$ cat src/rtl/tdts_pkg.sv
package tdts_pkg;

	localparam int NUM_TASKS = 8;
	localparam int ID_W      = (NUM_TASKS > 1) ? $clog2(NUM_TASKS) : 1;

	localparam logic [2:0] OP_TICK     = 3'd0;
	localparam logic [2:0] OP_CREATE   = 3'd1;
	localparam logic [2:0] OP_RESUME   = 3'd2;
	localparam logic [2:0] OP_PEND     = 3'd3;
	localparam logic [2:0] OP_DELAY    = 3'd4;
	localparam logic [2:0] OP_DISPATCH = 3'd5;

	localparam logic [16:0] TPS_RESET = 17'd1000;

	// x/1000 == (x>>3)/125; 1/125 as ceil(2^36/125), exact for 29-bit dividends
	localparam logic [29:0] RECIP_125 = 30'd549755814;
	localparam int          RECIP_SH  = 36;

	typedef struct packed {
		logic [2:0]  op;
		logic [7:0]  task_id;
		logic        enable;
		logic [31:0] delay_ms;
	} item_t;

	typedef struct packed {
		logic        accepted;
		logic        found;
		logic [2:0]  dispatched_id;
		logic [31:0] tick_now;
	} result_t;

	typedef struct packed {
		logic load;
		logic exec;
		logic div;
		logic dly_wr;
		logic scan;
	} cmd_t;

	typedef struct packed {
		logic [2:0] op;
		logic       id_ok;
		logic       due;
		logic       scan_last;
	} status_t;

endpackage

$ cat src/rtl/tdts_ctrl.sv
module tdts_ctrl
	import tdts_pkg::*;
(
	input  logic    clk,
	input  logic    arst_n,
	input  logic    start,
	input  status_t status,
	output cmd_t    cmd,
	output logic    busy,
	output logic    done
);

	typedef enum logic [5:0] {
		ST_IDLE = 6'b000001,
		ST_EXEC = 6'b000010,
		ST_MUL  = 6'b000100,
		ST_DIV  = 6'b001000,
		ST_SCAN = 6'b010000,
		ST_RESP = 6'b100000
	} state_t;

	state_t state_q, state_d;

	always_ff @(posedge clk or negedge arst_n) begin
		if (!arst_n) begin
			state_q <= ST_IDLE;
		end else begin
			state_q <= state_d;
		end
	end

	always_comb begin
		state_d = state_q;
		cmd     = '0;
		case (state_q)
			ST_IDLE: begin
				if (start) begin
					cmd.load = 1'b1;
					state_d  = ST_EXEC;
				end
			end
			ST_EXEC: begin
				cmd.exec = 1'b1;
				if (status.op == OP_DELAY && status.id_ok) begin
					state_d = ST_MUL;
				end else if (status.op == OP_DISPATCH) begin
					state_d = ST_SCAN;
				end else begin
					state_d = ST_RESP;
				end
			end
			ST_MUL: begin
				cmd.div = 1'b1;
				state_d = ST_DIV;
			end
			ST_DIV: begin
				cmd.dly_wr = 1'b1;
				state_d    = ST_RESP;
			end
			ST_SCAN: begin
				cmd.scan = 1'b1;
				if (status.due || status.scan_last) begin
					state_d = ST_RESP;
				end
			end
			ST_RESP: begin
				state_d = ST_IDLE;
			end
			default: begin
				state_d = ST_IDLE;
			end
		endcase
	end

	assign busy = (state_q != ST_IDLE);
	assign done = (state_q == ST_RESP);

endmodule

$ cat src/rtl/tdts_dpath.sv
module tdts_dpath
	import tdts_pkg::*;
(
	input  logic        clk,
	input  logic        arst_n,
	input  item_t       item,
	input  cmd_t        cmd,
	input  logic        cfg_we,
	input  logic [16:0] cfg_data,
	output status_t     status,
	output result_t     result
);

	logic [16:0]     tps_q;
	logic [31:0]     tick_q;
	logic [ID_W-1:0] ptr_q;
	logic            run_en_q [NUM_TASKS];
	logic [31:0]     dbegin_q [NUM_TASKS];
	logic [31:0]     dlen_q   [NUM_TASKS];

	item_t           item_q;
	logic [31:0]     prod_q;
	logic [31:0]     quot_q;

	logic [ID_W-1:0] slot_q;
	logic [ID_W-1:0] cnt_q;
	logic            acc_q;
	logic            found_q;
	logic [ID_W-1:0] did_q;

	logic [ID_W-1:0] idx;
	logic            id_ok;
	logic [48:0]     mul_full;
	logic [58:0]     div_full;
	logic [31:0]     due_sum;
	logic            due;
	logic [ID_W-1:0] slot_next;

	assign idx      = item_q.task_id[ID_W-1:0];
	assign id_ok    = {1'b0, item_q.task_id} < 9'(NUM_TASKS);
	assign mul_full = item_q.delay_ms * tps_q;
	assign div_full = prod_q[31:3] * RECIP_125;
	assign due_sum  = dbegin_q[slot_q] + dlen_q[slot_q];
	assign due      = run_en_q[slot_q] && (due_sum <= tick_q);
	assign slot_next = (slot_q == ID_W'(NUM_TASKS - 1)) ? '0 : slot_q + 1'b1;

	always_ff @(posedge clk) begin
		if (cmd.load) begin
			item_q <= item;
		end
		if (cmd.exec) begin
			prod_q <= mul_full[31:0];
		end
		if (cmd.div) begin
			quot_q <= 32'(div_full[58:RECIP_SH]);
		end
	end

	always_ff @(posedge clk or negedge arst_n) begin
		if (!arst_n) begin
			tps_q   <= TPS_RESET;
			tick_q  <= '0;
			ptr_q   <= '0;
			slot_q  <= '0;
			cnt_q   <= '0;
			acc_q   <= 1'b0;
			found_q <= 1'b0;
			did_q   <= '0;
			for (int i = 0; i < NUM_TASKS; i++) begin
				run_en_q[i] <= 1'b0;
				dbegin_q[i] <= '0;
				dlen_q[i]   <= '0;
			end
		end else begin
			if (cfg_we) begin
				tps_q <= cfg_data;
			end
			if (cmd.exec) begin
				found_q <= 1'b0;
				did_q   <= '0;
				slot_q  <= ptr_q;
				cnt_q   <= '0;
				acc_q   <= 1'b0;
				case (item_q.op)
					OP_TICK: begin
						tick_q <= tick_q + 32'd1;
						acc_q  <= 1'b1;
					end
					OP_CREATE: begin
						acc_q <= id_ok;
						if (id_ok) begin
							run_en_q[idx] <= item_q.enable;
							dbegin_q[idx] <= '0;
							dlen_q[idx]   <= '0;
						end
					end
					OP_RESUME, OP_PEND: begin
						acc_q <= id_ok;
						if (id_ok) begin
							run_en_q[idx] <= (item_q.op == OP_RESUME);
						end
					end
					OP_DELAY: begin
						acc_q <= id_ok;
					end
					OP_DISPATCH: begin
						acc_q <= 1'b1;
					end
					default: begin
						acc_q <= 1'b0;
					end
				endcase
			end
			if (cmd.dly_wr) begin
				dbegin_q[idx] <= tick_q;
				dlen_q[idx]   <= quot_q;
			end
			if (cmd.scan) begin
				if (due) begin
					dbegin_q[slot_q] <= '0;
					dlen_q[slot_q]   <= '0;
					found_q          <= 1'b1;
					did_q            <= slot_q;
					ptr_q            <= slot_next;
				end else begin
					slot_q <= slot_next;
					cnt_q  <= cnt_q + 1'b1;
				end
			end
		end
	end

	assign status.op        = item_q.op;
	assign status.id_ok     = id_ok;
	assign status.due       = due;
	assign status.scan_last = (cnt_q == ID_W'(NUM_TASKS - 1));

	assign result.accepted      = acc_q;
	assign result.found         = found_q;
	assign result.dispatched_id = 3'(did_q);
	assign result.tick_now      = tick_q;

endmodule

$ cat src/rtl/tick_delay_task_scheduler_top.sv
// Tick-driven task scheduler. Issue an item with start while busy is low; the
// result appears for exactly one cycle with done and cannot be held off, so
// capture it then. Tick, create, resume, pend, unused opcodes and a delay to an
// out-of-range slot pass through the execute and response states only; a delay
// to a valid slot also passes its ms-to-tick conversion through two registered
// multiplier stages (rate product, then reciprocal of 1000). Dispatch also
// scans the task table one slot per cycle from the scan pointer, until a due
// task is found or all NUM_TASKS slots have been looked at. cfg_ready is
// always high; write ticks_per_second only while busy is low.
module tick_delay_task_scheduler_top
	import tdts_pkg::*;
(
	input  logic        clk,
	input  logic        arst_n,
	input  logic        start,
	output logic        busy,
	input  item_t       item,
	output logic        done,
	output result_t     result,
	input  logic        cfg_valid,
	output logic        cfg_ready,
	input  logic [16:0] cfg_data
);

	cmd_t    cmd;
	status_t status;

	assign cfg_ready = 1'b1;

	tdts_ctrl u_ctrl (
		.clk    (clk),
		.arst_n (arst_n),
		.start  (start),
		.status (status),
		.cmd    (cmd),
		.busy   (busy),
		.done   (done)
	);

	tdts_dpath u_dpath (
		.clk      (clk),
		.arst_n   (arst_n),
		.item     (item),
		.cmd      (cmd),
		.cfg_we   (cfg_valid && cfg_ready),
		.cfg_data (cfg_data),
		.status   (status),
		.result   (result)
	);

	// an accepted item always leaves idle
	a_start_busy: assert property (@(posedge clk) disable iff (!arst_n)
		start && !busy |=> busy)
		else $error("accepted item did not raise busy");

	// result strobe lasts one cycle and frees the block
	a_done_pulse: assert property (@(posedge clk) disable iff (!arst_n)
		done |=> !done && !busy)
		else $error("done not a single-cycle strobe");

	// a found task only comes from an accepted dispatch
	a_found_acc: assert property (@(posedge clk) disable iff (!arst_n)
		done && result.found |-> result.accepted)
		else $error("found without accepted");

	// the tick counter moves by one, and only on a tick item
	a_tick_step: assert property (@(posedge clk) disable iff (!arst_n)
		done && !$stable(result.tick_now) |->
			result.tick_now == $past(result.tick_now) + 32'd1)
		else $error("tick counter jumped");

endmodule
$ cat config.mk
export PLATFORM = sky130hd
export DESIGN_NAME = tick_delay_task_scheduler_top
export DESIGN_NICKNAME = d
export VERILOG_FILES = /design/src/rtl/tdts_pkg.sv /design/src/rtl/tdts_ctrl.sv /design/src/rtl/tdts_dpath.sv /design/src/rtl/tick_delay_task_scheduler_top.sv
export SDC_FILE = /design/constraint.sdc
export NUM_CORES = 2
export LEC_CHECK = 0
export BUFFER_PORTS_ARGS = -buffer_cell sky130_fd_sc_hd__buf_2
export CORE_UTILIZATION = 30
export CTS_CLUSTER_DIAMETER = 200
export CTS_CLUSTER_SIZE = 20
export DETAILED_ROUTE_END_ITERATION = 8
export GPL_TIMING_DRIVEN = 0
export SETUP_SLACK_MARGIN = 0.15
export SLEW_MARGIN = 20
export SYNTH_ARGS = -nofsm -noshare
export SYNTH_HDL_FRONTEND = slang
export SYNTH_HIERARCHICAL = 1
export SYNTH_SLANG_ARGS = --single-unit
$ cat constraint.sdc
create_clock -name clk -period 9 [get_ports clk]
set_input_delay 1.35 -clock clk [delete_from_list [all_inputs] [get_ports clk]]
set_output_delay 1.35 -clock clk [all_outputs]
set_load 0.03 [all_outputs]
Word-level counts from Yosys, hierarchy flattened
Index checks and enable logic that the tools add are counted.
{ "op_classes": {"add_sub_neg": 4, "n_mul": 2, "n_div": 0, "magnitude_cmp": 6, "n_eq_ne": 18, "shifts": 0, "n_mux": 59, "bitwise_logic": 8, "reduce_logical": 14} }
{ "op_table": {"columns": ["cell", "n"], "rows": [
  ["two-way mux 256 bit", 12],
  ["AND 256 bit", 4],
  ["bitwise mux 256 bit", 2],
  ["NOT 256 bit", 2],
  ["binary-select mux 32 bit (select 3 bit)", 2],
  ["demux 32 bit (select 3 bit)", 2],
  ["two-way mux 32 bit", 6],
  ["multiplier 29 x 29 -> 58 bit, second input constant", 1],
  ["adder 32 x 1 -> 32 bit, second input constant", 1],
  ["adder 32 bit", 1],
  ["<= comparator 32 bit", 1],
  ["multiplier 32 x 17 -> 32 bit", 1],
  ["two-way mux 3 bit", 10],
  ["case mux 6 bit (5 select lines)", 1],
  ["two-way mux 6 bit", 4],
  ["bitwise mux 8 bit", 2],
  ["two-way mux 8 bit", 2],
  ["case mux 8 bit (2 select lines)", 1],
  ["== test 3 bit, second input constant", 4],
  ["two-way mux 1 bit", 12],
  ["greater-or-equal comparator 4 bit, second input constant", 2],
  ["< comparator 4 x 1 -> 1 bit, second input constant", 2],
  ["< comparator 8 x 4 -> 1 bit, second input constant", 1],
  ["NOT 3 -> 4 bit", 2],
  ["23 further kinds", 33]
]} }
{ "word_totals": {"regBits": 688, "latchBits": 0, "ramBits": 0, "rom_bits": 0, "elab_cells": 150, "memories": 0} }

Logic depth before layout (Yosys ltp)
{ "depth": {"ltp_word": 15, "ltp_mapped": 32, "ltp_nobuf": 27} }

Hierarchy
The synthesis kept the hierarchy.
{ "modules_own_cells": {"columns": ["mod", "instances", "cells_per_inst", "area_each_um2"], "rows": [
  ["tdts_dpath", 1, 5482, 54966.5],
  ["tdts_ctrl", 1, 43, 420.4],
  ["tick_delay_task_scheduler_top", 1, 2, 11.3]
]} }

Worst setup path before layout
OpenSTA, ideal clock, no wires.
{ "synth_path": {"kind": "register -> register", "start": "register u_dpath.tps_q[3]", "end": "register u_dpath.prod_q[31], data pin", "setup_time_ns": 0.258, "arrival_ns": 6.333, "required_ns": 8.742, "path_slack_ns": 2.410, "path_stages_with_launch": 25, "n_path_buf": 3, "period_less_slack_ns": 6.590, "cell_sequence": "dfstp_2 clkbuf_1 clkbuf_1 nand2_1 fa_1 inv_1 fa_1 inv_1 fa_1 fa_1 fa_1 inv_1 fa_1 ha_1 buf_4 and4_1 o21ai_0 or4_4 nand3_1 a31oi_1 o21ba_2 o41ai_2 a21oi_1 a21oi_2 xnor2_1"} }
{ "synth_via": {"elab_chain_len": 1} }
{ "synth_lines": {"columns": ["element", "line_no", "rtl"], "rows": [
  ["start: declaration", "tdts_dpath.sv:14", "logic [16:0] tps_q;"],
  ["start signal: assignment", "tdts_dpath.sv:76", "tps_q <= cfg_data;"],
  ["multiplier 32 x 17 -> 32 bit", "tdts_dpath.sv:41", "assign mul_full = item_q.delay_ms * tps_q;"],
  ["via u_dpath.mul_full[31]", "tdts_dpath.sv:33", "logic [48:0] mul_full;"],
  ["end signal: assignment", "tdts_dpath.sv:52", "prod_q <= mul_full[31:0];"],
  ["end: declaration", "tdts_dpath.sv:22", "logic [31:0] prod_q;"]
]} }
The timed path passes the listed nets, and every way through them passes these cells.
A chain may end at the register's enable or synchronous reset.

Worst setup path after layout
{ "layout_path": {"start": "register u_dpath.slot_q[2]", "end": "register u_dpath/dlen_q[30] in the netlist's numbering"} }
{ "layout_via": {"elab_chain_len": 9, "elab_cells_between_ends": 22, "classes_between": "1 x add/sub; 3 x order compare; 13 x mux; 3 x bitwise; 2 x reduce/logical"} }
{ "layout_lines": {"columns": ["element", "line_no", "rtl"], "rows": [
  ["start: declaration", "tdts_dpath.sv:25", "logic [ID_W-1:0] slot_q;"],
  ["start signal: assignment", "tdts_dpath.sv:81", "slot_q <= ptr_q;"],
  ["start signal: assignment", "tdts_dpath.sv:126", "slot_q <= slot_next;"],
  ["NOT 3 -> 4 bit (not written as such) *", "tdts_dpath.sv:43, tdts_dpath.sv:44, tdts_dpath.sv:121", null],
  ["binary-select mux 32 bit (select 3 bit) (tied with other cells)", "tdts_dpath.sv:43", "assign due_sum = dbegin_q[slot_q] + dlen_q[slot_q];"],
  ["two-way mux 32 bit (not written as such) or logical AND 1 bit (tied branches)", "tdts_dpath.sv:43, tdts_dpath.sv:121", null],
  ["two-way mux 32 bit, on equally long branches", "tdts_dpath.sv:43, tdts_dpath.sv:121", null],
  ["adder 32 bit or demux 32 bit (select 3 bit) (tied branches)", "tdts_dpath.sv:43, tdts_dpath.sv:121", null],
  ["<= comparator 32 bit or NOT 256 bit (tied branches)", null, null],
  ["logical AND 1 bit or AND 256 bit (tied branches)", null, null],
  ["two-way mux 256 bit *", "tdts_dpath.sv:119", "if (due) begin"],
  ["two-way mux 256 bit *", "tdts_dpath.sv:118", "if (cmd.scan) begin"],
  ["end signal: indexed assignment", "tdts_dpath.sv:116", "dlen_q[idx] <= quot_q;"],
  ["end: declaration", "tdts_dpath.sv:19", "logic [31:0] dlen_q [NUM_TASKS];"]
]} }
Mark *: on every way between the ends. The rest lies on a longest branch, timed or not. The select of a mux whose other input is x is not followed.

==> impl_metrics.toml <==
[synth]
netlist_instances = 5527
yosys_warnings = 6
mappedNetlistNets = 6674
synth_edf_count = 96
ys_types = 85
seq_area_frac_synth_pct = 31.8
synthArstFlopShare_pct = 86.0
syn-cell-area_um2 = 55400
synth_seq_cells = 685
avgSynthCellArea_um2 = 10.0
synth_flop_cell = "dfrtp_1"

[worst_hold_path]
min_path_type = "reg -> reg"
holdPathStages = 2

[route]
wl_um = 176000
post_drt_wl_per_cell_um = 21.5
first_pass_iters = 7
initialDrtViolationCount = 4580
drc_errors = 0
drtAntennaViolNets = 0
vias = 42371
vias_per_cell = 5.19

[finish]
final_core_util_pct = 33.0
nNetsFinal = 6837
antennaDiodeCount = 0
final_area_um2 = 60500
drive_above_1_share_pct = 6.26
fillCellCount = 18756
syn2layout_area_growth_pct = 9.24
seqCellArea_um2 = 17600
multi_input_area_um2 = 33000

[setup_path]
worstSetupStartpointType = "flip-flop"
crit_slowest_cell = "clkbuf_2"
r2r_cells = 30
arrival_ns = 9.15
worst_setup_path_end_kind = "flip-flop"
crit_required_ns = 9.51
max_stage_delay_ns = 0.66
path_common_cell = "nand4_1"
cp_max_fo = 10
crit_type = "reg -> reg"

[clocking]
cts_sinks = 685
htreeDepth = 2
cts_buffers = 40
clk_latency_ns = 0.65
cts_buffer_depth = 3
cts-root-buf = "clkbuf_16"
cts_setup_buffers = 0
cts_tree = "done"
clkTransAtPathRegs_ns = 0.08

[grt]
grt_use_total_pct = 18.7
grt_pass1_wl_um = 268000
grt_max_degree = 101
antenna_found_initial = 1
grt_pass1_vias = 43302
overflow = 0

[placed_design]
gp_congestion = 0.934
portBuffers = 102
place_area_um2 = 59400
pre_cts_ws_ns = -0.145
dp_hpwl_um = 131000

[sta]
min_period_ns = 8.64
timing.setup.tns_ns = 0
fin_crit_sh_pct = 96.0
tightest_slew_ns = 1.26
finalHoldViolCount = 0
rsz0062_at_grt = "false"
worst_slack_ns = 0.358
fmax_mhz = 116
finalClockSkew_ns = 0.0340
max-slew-margin-rel_pct = 15.8
setup_viol = 0
drv_slew = 0

[floorplanning]
coreArea_um2 = 183000
die_area_um2 = 186000
io_pins = 105
die_w_um = 432
initial_utilization_pct = 30.2
fp.dieH_um = 432
rows = 157

[outcome]
status = "finished, final reports clean"

[run]
maxCapViolations = 0
==> synthesized netlist by cell type (all sizes together) (8+ instances only) <==
cell,n,area [µm²]
o21ai,54,270
nand3,34,170
o21bai,11,82.6
inv,884,3320
nand2b,14,87.6
nor3,34,186
xor2,27,236
a21o,56,420
o21a,23,173
dfrtp,582,14600
nor2,580,2180
a211oi,14,105
o211ai,8,60.1
ha,497,6220
xnor2,106,928
edfxtp,96,2880
and3,21,135
nand2,390,1460
and2,153,958
clkbuf,247,927
mux2,36,405
buf,94,597
nand4,86,538
a21oi,84,424
fa,585,11700
nor2b,21,131
a22oi,691,5190
==> area by class of cell <==
type                       instances  area share (%)
multi-input combinational       3617            54.5
sequential                       685            29.1
inverter                         884            5.48
tap                             2464            5.09
buffer                           341            2.60
clock buffer                      49            1.75
timing repair buffer             121            1.36
clock inverter                     4           0.105
==> routing by layer <==
layer	vias to the layer above	share of wire, %	track usage, %	wire [µm]
met5	-	0.059	0.468	103
met4	2	4.3	6.98	7480
met3	421	9.7	4.17	17000
met2	1974	45	29.7	79300
met1	21454	41	24.9	71900
li1	18520	-	-	-
==> state kept, by name, indices dropped and copies added, names as in the netlist, 6 cells and up <==
name	cells
u_dpath/prod_q	29
u_dpath/dlen_q	256
u_dpath/tps_q	17
u_dpath/run_en_q	8
u_ctrl/state_q	6
u_dpath/tick_q	32
u_dpath/dbegin_q	256
u_dpath/item_q	38
u_dpath/quot_q	23
==> worst max-delay path, delay by kind of cell (launching register included) <==
family | cells | cell delay, ns
AOI/OAI and AO/OA | 11 | 2.98
xor gates and xnor gates | 1 | 0.14
adders and majority gates | 2 | 0.66
buffers and inverters | 6 | 2.51
DFF | 1 | 0.49
and+or+nand+nor | 10 | 1.71
==> timing repair <==
item,CTS,global route
endpoints found under the setup margin,517,524
gates resized for setup,16,21
hold buffers,0,0
==> layout by cell type, fill, tap and decap left out, drive strengths merged, types with 7 or more instances in the layout <==
| cell type | count |
|---|---|
| inv | 886 |
| a22oi | 691 |
| fa | 585 |
| dfrtp | 582 |
| nor2 | 580 |
| ha | 497 |
| nand2 | 390 |
| clkbuf | 292 |
| buf | 219 |
| and2 | 153 |
| xnor2 | 106 |
| edfxtp | 96 |
| nand4 | 86 |
| a21oi | 84 |
| a21o | 56 |
| o21ai | 54 |
| mux2 | 36 |
| nand3 | 34 |
| nor3 | 34 |
| xor2 | 27 |
| o21a | 23 |
| nor2b | 21 |
| and3 | 21 |
| nand2b | 14 |
| a211oi | 14 |
| o21bai | 11 |
| o211ai | 8 |
| dfstp | 7 |
| a31oi | 7 |
| and4 | 7 |
| nor3b | 7 |
==> per-stage QoR <==
stage,hold WS [ns],cells
floorplan,0.460,5527
global placement,0.482,8093
detailed placement,0.486,8112
CTS,0.499,8165
global route,0.513,8165
finish,0.498,8165
==> worst paths after layout <==
kind | from | to | slack (ns)
worst max-delay path | u_dpath/slot_q[2] | u_dpath/dlen_q[30] | 0.36
min in group asynchronous | arst_n | u_dpath/tick_q[8] | 0.68
max in group asynchronous | arst_n | u_dpath/dlen_q[29] | 6.46
worst min-delay path | u_dpath/dlen_q[60] | u_dpath/dlen_q[60] | 0.50
worst max register to register | u_dpath/slot_q[2] | u_dpath/dlen_q[30] | 0.36
worst min register to register | u_dpath/dlen_q[60] | u_dpath/dlen_q[60] | 0.50
==> logic make-up (layout without fill, tap and decap cells) <==
| logic type | count (synthesis) | after routing | synth area share, % |
|---|---|---|---|
| compound gates | 987 | 987 | 12.9 |
| xor+xnor | 133 | 133 | 2.10 |
| fa+ha+maj | 1082 | 1082 | 32.4 |
| buf+inv | 1225 | 1399 | 8.74 |
| flops | 685 | 685 | 31.8 |
| mux | 43 | 43 | 0.903 |
| other cells | 1 | 1 | 0.00677 |
| simple gates | 1371 | 1371 | 11.1 |
Power is not shown: default switching activity piles up to over one toggle a cycle in this logic, so the estimate is an artifact.
